**src/hdl/cfz_pkg.sv**
```systemverilog
`timescale 1ns / 1ps
`default_nettype none
// ----------------------------------------------------------------------------
// Candle flicker zone package
// Shared constants, register indexes and the controller/datapath interface.
// ----------------------------------------------------------------------------
package cfz_pkg;

  localparam int unsigned MaxZones      = 16;
  localparam int unsigned MaxLedsPerZone = 64;
  localparam int unsigned MaxPixels     = 1024;

  // Register indexes of the configuration port.
  typedef enum logic [2:0] {
    REG_BASE   = 3'd0,
    REG_MIN    = 3'd1,
    REG_MAX    = 3'd2,
    REG_STRENGTH = 3'd3,
    REG_RECOVERY = 3'd4,
    REG_DIP    = 3'd5,
    REG_LIGHTS = 3'd6,
    REG_HUESAT = 3'd7
  } reg_idx_e;

  // Datapath operations issued by the controller.
  typedef enum logic [3:0] {
    OP_NONE    = 4'd0,
    OP_LOAD    = 4'd1,  // capture beat, advance time on frame start
    OP_TIMEX   = 4'd2,  // acc * 1000, low half
    OP_TIMEX2  = 4'd3,  // acc * 1000, high half combine
    OP_HASH_W  = 4'd4,  // w = v ^ (v >> 13) for current hash operand
    OP_HASH_SQ = 4'd5,  // w * w
    OP_HASH_IN = 4'd6,  // * 60493 + 19990303
    OP_HASH_OUT = 4'd7, // w * inner + c, accumulate
    OP_TGT_A   = 4'd8,  // strength * (max - min)
    OP_TGT_B   = 4'd9,  // * (noise - 32768)
    OP_DIP     = 4'd10, // finish target; level * severity on a dip
    OP_REC_A   = 4'd11, // (target - level) * recovery
    OP_REC_B   = 4'd12, // add, clamp
    OP_VAL     = 4'd13  // write back, level * 255 / 25600
  } dp_op_e;

  typedef struct packed {
    dp_op_e     op;
    logic [1:0] hsel;   // hash operand: 0 tx, 1 zone*100, 2 acc>>16, 3 zone
    logic       hclr;   // clear the hash sum before accumulating
  } dp_cmd_t;

  typedef struct packed {
    logic zone_ok;
    logic dip;
  } dp_sts_t;

endpackage
`default_nettype wire

```
**src/hdl/cfz_ctrl.sv**
```systemverilog
`timescale 1ns / 1ps
`default_nettype none
// ----------------------------------------------------------------------------
// Candle flicker zone controller
// Sequences the datapath operations and emits one pixel beat per LED below the limit.
// ----------------------------------------------------------------------------
module cfz_ctrl import cfz_pkg::*; (
  input  wire logic        clk_i,
  input  wire logic        rst_ni,
  input  wire logic        in_valid_i,
  output logic             in_stall_o,
  input  wire logic [3:0]  zone_number_i,
  input  wire logic [10:0] pixel_limit_i,
  input  wire logic [6:0]  lights_i,
  input  wire dp_sts_t     sts_i,
  output dp_cmd_t          cmd_o,
  output logic             out_valid_o,
  input  wire logic        out_stall_i,
  output logic [9:0]       led_index_o,
  output logic             last_o
);

  typedef enum logic [1:0] {S_IDLE, S_RUN, S_EMIT} state_e;

  state_e      state_q;
  logic [4:0]  pc_q;
  logic [3:0]  zone_q;
  logic [6:0]  i_q, leds_q, cnt_q;
  logic [10:0] base_q, limit_q;
  logic [10:0] idx;

  assign in_stall_o = (state_q != S_IDLE);
  assign idx = base_q + 11'(i_q);

  // Microcode: time, hash x and y (4 ops each), target, dip hashes, dip, recovery, value.
  always_comb begin
    cmd_o = '{op: OP_NONE, hsel: 2'd0, hclr: 1'b0};
    if (state_q == S_RUN) begin
      case (pc_q)
        5'd0:  cmd_o.op = OP_TIMEX;
        5'd1:  cmd_o.op = OP_TIMEX2;
        5'd2:  cmd_o = '{op: OP_HASH_W, hsel: 2'd0, hclr: 1'b1};
        5'd3:  cmd_o.op = OP_HASH_SQ;
        5'd4:  cmd_o.op = OP_HASH_IN;
        5'd5:  cmd_o.op = OP_HASH_OUT;
        5'd6:  cmd_o = '{op: OP_HASH_W, hsel: 2'd1, hclr: 1'b0};
        5'd7:  cmd_o.op = OP_HASH_SQ;
        5'd8:  cmd_o.op = OP_HASH_IN;
        5'd9:  cmd_o.op = OP_HASH_OUT;
        5'd10: cmd_o.op = OP_TGT_A;
        5'd11: cmd_o.op = OP_TGT_B;
        5'd12: cmd_o = '{op: OP_HASH_W, hsel: 2'd2, hclr: 1'b1};
        5'd13: cmd_o.op = OP_HASH_SQ;
        5'd14: cmd_o.op = OP_HASH_IN;
        5'd15: cmd_o.op = OP_HASH_OUT;
        5'd16: cmd_o = '{op: OP_HASH_W, hsel: 2'd3, hclr: 1'b0};
        5'd17: cmd_o.op = OP_HASH_SQ;
        5'd18: cmd_o.op = OP_HASH_IN;
        5'd19: cmd_o.op = OP_HASH_OUT;
        5'd20: cmd_o.op = OP_DIP;
        5'd21: cmd_o.op = OP_REC_A;
        5'd22: cmd_o.op = OP_REC_B;
        5'd23: cmd_o.op = OP_VAL;
        default: cmd_o.op = OP_NONE;
      endcase
    end else if (state_q == S_IDLE && in_valid_i) begin
      cmd_o.op = OP_LOAD;
    end
  end

  // State machine; count of pixels to emit: min(leds, limit - base), floored at zero.
  always_ff @(posedge clk_i or negedge rst_ni) begin
    if (!rst_ni) begin
      state_q <= S_IDLE;
      pc_q <= '0;
      i_q <= '0;
      zone_q <= '0;
      leds_q <= '0;
      cnt_q <= '0;
      base_q <= '0;
      limit_q <= '0;
      out_valid_o <= 1'b0;
    end else begin
      case (state_q)
        S_IDLE: if (in_valid_i) begin
          state_q <= S_RUN;
          pc_q <= '0;
          zone_q <= zone_number_i;
          leds_q <= (lights_i > 7'(MaxLedsPerZone)) ? 7'(MaxLedsPerZone) : lights_i;
          limit_q <= (pixel_limit_i > 11'(MaxPixels)) ? 11'(MaxPixels) : pixel_limit_i;
        end
        S_RUN: begin
          if (pc_q == 5'd0) base_q <= 11'(zone_q) * 11'(leds_q);
          if (pc_q == 5'd1)
            cnt_q <= (base_q >= limit_q) ? 7'd0 :
                     ((limit_q - base_q) < 11'(leds_q)) ? 7'(limit_q - base_q) : leds_q;
          pc_q <= pc_q + 5'd1;
          if (pc_q == 5'd23) begin
            if (sts_i.zone_ok && cnt_q != 7'd0) begin
              state_q <= S_EMIT;
              i_q <= '0;
              out_valid_o <= 1'b1;
            end else state_q <= S_IDLE;
          end
        end
        S_EMIT: if (!out_stall_i) begin
          if (i_q + 7'd1 == cnt_q) begin
            out_valid_o <= 1'b0;
            state_q <= S_IDLE;
          end else i_q <= i_q + 7'd1;
        end
        default: state_q <= S_IDLE;
      endcase
    end
  end

  assign led_index_o = idx[9:0];
  assign last_o = (i_q + 7'd1 == cnt_q);

endmodule
`default_nettype wire

```
**config.mk**
```make
export PLATFORM = sky130hd
export DESIGN_NAME = cfz_ctrl
export DESIGN_NICKNAME = d
export VERILOG_FILES = /design/src/hdl/cfz_pkg.sv /design/src/hdl/cfz_ctrl.sv
export SDC_FILE = /design/constraint.sdc
export NUM_CORES = 1
export LEC_CHECK = 0
export BUFFER_PORTS_ARGS = -buffer_cell sky130_fd_sc_hd__buf_2
export CORE_MARGIN = 2
export CORE_UTILIZATION = 30
export CTS_CLUSTER_DIAMETER = 50
export DETAILED_ROUTE_END_ITERATION = 8
export SYNTH_ARGS = -nofsm -noshare
export SYNTH_HDL_FRONTEND = slang
export SYNTH_SLANG_ARGS = --single-unit
```
**constraint.sdc**
```tcl
create_clock -name clk_i -period 6.4 [get_ports clk_i]
set_input_delay 0.64 -clock clk_i [delete_from_list [all_inputs] [get_ports clk_i]]
set_output_delay 0.64 -clock clk_i [all_outputs]
set_load 0.02 [all_outputs]
```
==> results.md, run 1 <==
* Reg2reg start: limit_q[0]$_DFFE_PN0P_
* Share of total power in combinational logic at 64.3%
* Port buffer count at 46
* Total of warnings raised by yosys at 0
* Depth of the worst register-to-register path at 16
* Final min period at 3.71 ns
* Placed instance count at 740
* Average via count per standard cell at 4.95
* Highest-utilization routing layer at the global route stage: met2
* Portion of total power attributed to sequential cells at 25.1%
* First-pass GRT wire length at 17.4 mm
* Post-detailed-route wirelength per cell at 14.1 um
* Clock-pin slew on the worst setup and hold paths at 0.08 ns
* Min-Delay Path Class: input pin to asynchronous set/reset pin
* Max Buffers Root-to-Sink at 2
* Final critical-path setup slack at 2.69 ns
* Iteration-0 DRC Markers at 266
* Remaining antenna violation count at 0
* Signal arrival time at the worst endpoint at 3.86 ns
* Final sum of negative setup slack at 0 ns
* Leakage at 2.37 nW
* Number of different library cells in the post-synthesis netlist at 54
* Internal power of the cells at 1.37 mW
* Die outline width at 127 um
* Maximum capacitance violations at 0
* Number of DRC violations after detailed routing at 0
* Multi-input gate area at 2900 um^2
* Number of buffers added for setup after CTS at 0
* Worst Setup End Kind: flip-flop
* Flop-to-flop setup slack at 2.69 ns
* Count of inserted antenna diode cells at 0
* Detailed Routing Iterations Pass 1 at 5
* Post-Syn Area at 4530 um^2
* CTS Hold Bufs at 0
* Clock sink count at 55
* Fillcell total at 1524
* Fraction of the yosys area taken by sequential cells at 30.4%
* Via count of the first global-routing pass at 3584
* Fraction of final layout cells sized beyond drive strength 1 at 13.1%
* Largest driver fanout on the critical path at 7
* Total number of vias at 3699
* Period utilisation layout at 58.0%
* Placement-stage worst setup slack at 2.78 ns
* Layout area overhead at 12.6%
* FMAX at 0.270 GHz
* Asr flop ratio synth at 100%
* Final hold violation count at 0
* Initial antenna violation count at 0
* Core Box Area at 14600 um^2
* Crit start category: flip-flop
* Post-detailed-placement half-perimeter wirelength at 8.33 mm
* Cell count after synthesis at 521
* Sum of routed wire length over all layers at 10.6 mm
* Effective utilization at floorplan at 30.9%
* Met1 Track Usage GR at 16.9%
* Path type of the worst setup path: flip-flop to flip-flop
* Switching share of power at 48.8%
* Sequential cell area at 1380 um^2
* Worst max-slew margin expressed relative to the limit at 34.6%
* Total of endpoints with negative setup slack in the final report at 0
* Number of top-level design ports at 48
* Standard-cell row count at 44
* Switch Pwr at 1.31 mW
* # H-tree levels at 2
* Total of flip-flops plus latches after synthesis at 55
* Global route overflow at 0
* Commonest register cell after synthesis: dfrtp_1
* Placer Congestion at 0.836
* Met2 GRT Util at 23.7%
* Post-layout total power at 2.68 mW
* Total nets after synthesis at 605
* Height of the chip at 127 um
* Skew-Pair Late Insertion Delay at 0.30 ns
* Number of synthesized flops with an enable pin at 0
* Global-route met3 utilization at 2.02%
* GRT Resource Usage Total at 13.3%
* Slew at the pin closest to its max-slew limit at 0.969 ns
* Number of buffers added by the clock tree synthesis step at 5
* Post-cts sizing count at 0
* Unrepaired setup endpoints after global routing: false
* Largest net degree at the start of global routing at 56
* Number of pins exceeding their max-slew limit in the final report at 0
* Layout Cells excl Fill at 748
* Clock root buffer: clkbuf_16
* Clock network fraction of total power at 10.6%
* Max Clock Skew at 0.00981 ns
* Total Die Area at 16100 um^2
* Mean post-synth cell area at 8.69 um^2
* Power density cells at 526 nW/um^2
* Worst voltage drop across the vdd grid at 0.000157 V
* CTS tree: built
* Endpoint required time on the critical path at 6.56 ns
* Net count of the finished layout at 647
* Status: completed
* Destination of the worst register-to-register timing path: cnt_q[1]$_DFFE_PN0P_
power by group through the flow:
stage	clock (mW)	sequential (mW)	combinational (mW)
floorplan	0	0.594	1.37
global placement	0	0.676	1.69
detailed placement	0	0.682	1.72
CTS	0.291	0.674	1.74
global route	0.304	0.702	1.94
finish	0.284	0.673	1.72
worst max-delay path, cell delays in order, from the launching register on:
cell and delay [ns]:
dfrtp_1 0.38, inv_1 0.07, ha_1 0.16, inv_1 0.05, fa_1 0.42, a21oi_1 0.22, o21ai_0 0.12, a21oi_1 0.20
xnor2_1 0.18, ha_1 0.30, inv_1 0.06, o22ai_1 0.06, nor4_1 0.18, o21ai_0 0.20, nor4_4 0.60, mux2i_1 0.29
o21ai_1 0.09
cells in the mapped netlist, drive strengths merged (4+ instances only):
cell    number  share of area [%]
nand2       65                5.4
o21ai       56                6.2
dfrtp       55                 30
inv         53                4.4
ha          44                 12
nor2        25                2.1
nand2b      19                2.6
a21oi       16                1.8
and2        16                2.2
xnor2       16                3.1
nand3       14                1.7
clkbuf      13                1.1
fa          12                5.3
xor2        11                2.1
mux2i        9                2.0
mux2         8                2.0
nor4         8                1.4
a21boi       6               0.99
nor3         6               0.66
nor2b        5               0.69
a22o         4               0.77
a31oi        4               0.55
and3         4               0.58
nor3b        4               0.66
o31ai        4               0.66
layout make-up:
| class | count | share of cell area [%] |
|---|---|---|
| inverter | 53 | 3.90 |
| clock inverter | 2 | 0.319 |
| multi-input combinational | 400 | 56.9 |
| tap | 184 | 4.51 |
| timing repair buffer | 48 | 4.81 |
| sequential | 55 | 27.0 |
| clock buffer | 6 | 2.53 |
stage by stage:
step | hold slack (ns) | area, um^2 | util [%]
6_report | 0.463 | 5100 | 34.8
4_1_cts | 0.504 | 5100 | 34.8
2_1_floorplan | 0.344 | 4530 | -
3_5_place_dp | 0.489 | 4950 | 33.8
3_3_place_gp | 0.474 | 4950 | 33.8
5_1_grt | 0.531 | 5100 | 34.8
flip-flops by register name, indices dropped and copies added (netlist names):
signal       flops
pc_q             5
leds_q           7
i_q              7
zone_q           4
cnt_q            7
out_valid_o      1
limit_q         11
base_q          11
state_q          2
cells in the final DEF (no fill, tap or decap), types with 4 or more instances in the layout:
cell,synthesis,final
nand2_1,65,65
a21oi_1,16,16
and2_1,16,16
fa_1,12,12
dfrtp_1,55,55
xnor2_1,16,16
nor4_1,7,7
clkbuf_16,0,5
nor3b_1,4,4
mux2_2,8,8
inv_1,52,52
buf_2,0,46
nor2b_1,5,5
a31oi_1,4,4
a22o_1,4,4
o21ai_0,49,49
nor2_1,25,25
nand2b_1,19,19
xor2_1,11,11
o21ai_1,7,7
o31ai_1,4,4
nand3_1,13,13
mux2i_1,9,9
nor3_1,6,6
a21boi_0,6,6
ha_1,44,44
cell families after synthesis:
logic type               after synthesis  synth area share (%)
AO/OA/AOI/OAI                        122                  17.0
flip-flops                            55                  30.4
adder cells (fa/ha/maj)               56                  17.5
buffers and inverters                 66                  5.47
AND/OR/NAND/NOR                      176                  19.5
XOR/XNOR                              29                  6.22
multiplexers                          17                  3.98
how the worst max path moves through the flow:
stage                      startpoint                   end  slack (ns)
3_5_place_dp   limit_q[0]$_DFFE_PN0P_  cnt_q[4]$_DFFE_PN0P_        2.78
5_1_grt        limit_q[0]$_DFFE_PN0P_  cnt_q[1]$_DFFE_PN0P_        2.44
3_3_place_gp   limit_q[0]$_DFFE_PN0P_  cnt_q[1]$_DFFE_PN0P_        2.82
4_1_cts        limit_q[0]$_DFFE_PN0P_  cnt_q[1]$_DFFE_PN0P_        2.69
2_1_floorplan  limit_q[0]$_DFFE_PN0P_  cnt_q[0]$_DFFE_PN0P_        3.17
6_report       limit_q[0]$_DFFE_PN0P_  cnt_q[1]$_DFFE_PN0P_        2.69
routing by layer:
metal	wire length, um	vias to the layer above	share of wire, %
li1	-	1874	-
met5	0	-	0
met1	4800	1770	45
met4	123	0	1.2
met2	5390	45	51
met3	247	10	2.3
No activity file was read; power rests on OpenSTA's default activity.
==> inputs of run 2 (changes only) <==
clock period = 3.2 ns   (was 6.4 ns; I/O delays follow)
==> run 2 against run 1 <==
Compared with the run above: clock power rose by 130%; total power grew 150%; via count is 7.9% higher; maximum frequency up 6.8%; sequential power grew 89%; non-clock buffer count increased by 52; highest routed layer unchanged; sequential share of layout area down 2.7 points; utilization grew 3.9 points; sequential cell count unchanged; the flow now finishes with violations (setup timing); worst setup slack worse by 3.0 ns; worst hold slack got worse by 0.32 ns.
==> results.md, run 2 (synthesis gave the netlist of run 1 again) <==
* Placed instance count at 783
* GRT Resource Usage Total at 14.7%
* Maximum capacitance violations at 0
* Via count of the first global-routing pass at 3954
* Period utilisation layout at 109%
* Flop-to-flop setup slack at -0.27 ns
* Reg2reg start: limit_q[0]$_DFFE_PN0P_
* Largest driver fanout on the critical path at 7
* CTS tree: built
* Crit start category: flip-flop
* Post-detailed-placement half-perimeter wirelength at 9.08 mm
* First-pass GRT wire length at 19.3 mm
* Largest stage delay on the critical path at 0.39 ns
* Largest delay share family, worst path: adder cells
* Destination of the critical timing path: cnt_q[1]$_DFFE_PN0P_
* Total of endpoints with negative setup slack in the final report at 7
* Largest net degree at the start of global routing at 39
* Max Buffers Root-to-Sink at 2
* Final critical-path setup slack at -0.272 ns
* Failing checks: setup timing
* Effective utilization at floorplan at 30.9%
* Count of buffering cells on the critical path with inverters included at 4
* CP dominant cell by count: o21ai_1
* Worst Setup End Kind: flip-flop
* CTS Hold Bufs at 0
* Number of pins exceeding their max-slew limit in the final report at 0
* Clock sink count at 55
* Total number of vias at 3990
* Sum of routed wire length over all layers at 11.7 mm
* Series of cell instances along the critical path: inv_1 > ha_2 > inv_2 > fa_2 > a21oi_2 > o21ai_1 > a21oi_2 > xnor2_2 > ha_1 > inv_2 > o22ai_2 > nor4_2 > o21ai_1 > nor4_4 > buf_6 > mux2i_1 > o21ai_1
* Port buffer count at 46
* Die outline width at 127 um
* Post-layout total power at 6.69 mW
* Unrepaired setup endpoints after global routing: true
* Commonest non-fill, non-tap cell in the layout: nand2_1
* Number of buffers added by the clock tree synthesis step at 5
* Fraction of final layout cells sized beyond drive strength 1 at 26.0%
* Clock-pin slew on the worst setup and hold paths at 0.08 ns
* FMAX at 0.288 GHz
* Post-detailed-route wirelength per cell at 14.7 um
* Average via count per standard cell at 4.99
* Number of logic stages on the critical path including buffering at 17
* Number of DRC violations after detailed routing at 0
* Count of inserted antenna diode cells at 0
* Detailed Routing Iterations Pass 1 at 4
* Power density cells at 1180 nW/um^2
* Layout Cells excl Fill at 800
* Destination of the worst register-to-register timing path: cnt_q[1]$_DFFE_PN0P_
* Total Die Area at 16100 um^2
* Skew-Pair Late Insertion Delay at 0.30 ns
* Number of top-level design ports at 48
* Final min period at 3.47 ns
* Standard-cell row count at 44
* Min-Delay Path Class: input pin to asynchronous set/reset pin
* Critical path launch point: limit_q[0]$_DFFE_PN0P_
* Utilization after layout at 38.8%
* Placer Congestion at 0.807
* # H-tree levels at 2
* Leakage at 2.69 nW
* Initial antenna violation count at 0
* Registers with the highest flip-flop counts: base_q: 11 flops, limit_q: 11 flops
* Clock root buffer: clkbuf_16
* Path type of the worst setup path: flip-flop to flip-flop
* Height of the chip at 127 um
* Worst voltage drop across the vdd grid at 0.000441 V
* Layout area overhead at 25.4%
* Final hold violation count at 0
* Global route overflow at 0
* Iteration-0 DRC Markers at 198
* Signal arrival time at the worst endpoint at 3.63 ns
* Endpoint required time on the critical path at 3.36 ns
* Worst max-slew margin expressed relative to the limit at 38.3%
* Core Box Area at 14600 um^2
* Slowest library cell on the worst path: dfrtp_1
* Depth of the worst register-to-register path at 17
* Commonest non-fill, non-tap cells in the layout: nand2_1 (64), dfrtp_1 (53), buf_4 (49)
* Net count of the finished layout at 699
* Slew at the pin closest to its max-slew limit at 0.925 ns
* Max Clock Skew at 0.00928 ns
* Remaining antenna violation count at 0
* Status: finished, violations left
==> run 2: what timing repair did <==
action,in CTS,in global routing
pin swaps,6,27
hold endpoints to repair,0,0
setup buffers,4,6
gates cloned,0,0
endpoints found under the setup margin,10,11
resized for setup,22,27
==> run 2: area by class of cell <==
cell class / count / area, um^2
clock inverters: 3 / 47.5
clock buffers: 5 / 125
inverters: 53 / 199
fillers: 1488 / 8970
repair buffers: 100 / 654
well taps: 184 / 230
flip-flops and latches: 55 / 1380
multi-input cells: 400 / 3040
==> run 2: per-stage QoR <==
| stage | instance area [um^2] | worst slack (ns) | setup TNS [ns] | hold WS [ns] |
|---|---|---|---|---|
| finish | 5680 | -0.272 | -1.75 | 0.139 |
| global route | 5680 | -0.541 | -3.65 | 0.239 |
| CTS | 5550 | -0.0688 | -0.322 | 0.195 |
| detailed placement | 5280 | -0.162 | -1.26 | 0.477 |
| global placement | 5280 | -0.107 | -0.772 | 0.473 |
| floorplan | 4530 | 0.00496 | 0 | 0.0244 |
==> run 2: worst reg2reg max path, delay by kind of cell (launching register included) <==
kind                     cells  cell delay (ns)
XOR/XNOR                     1             0.10
buffers and inverters        4             0.35
AND/OR/NAND/NOR              2             0.59
AO/OA/AOI/OAI                6             0.79
multiplexers                 1             0.21
adder cells (fa/ha/maj)      3             0.90
flip-flops                   1             0.39
==> run 2: worst min-delay path by stage <==
stage,from,slack [ns],end,cells past startpoint
finish,rst_ni,0.14,i_q[5]$_DFFE_PN0P_,1
global route,rst_ni,0.24,i_q[5]$_DFFE_PN0P_,1
CTS,rst_ni,0.19,i_q[5]$_DFFE_PN0P_,1
detailed placement,limit_q[0]$_DFFE_PN0P_,0.48,limit_q[0]$_DFFE_PN0P_,2
global placement,rst_ni,0.47,i_q[6]$_DFFE_PN0P_,1
floorplan,rst_ni,0.02,base_q[0]$_DFFE_PN0P_,0
==> run 2: routing by layer <==
layer	global-route usage, %	part of all wire [%]	vias up
li1	-	-	1980
met1	18.9	45	1959
met2	25.9	51	36
met3	1.77	1.9	15
met4	4.52	2.3	0
met5	0	0	-
==> run 2: report_power, final <==
part           switching [mW]  total [mW]  internal, mW
clock                   0.274       0.649         0.374
sequential              0.311        1.27         0.961
combinational            2.44        4.77          2.33
total                    3.02        6.69          3.67
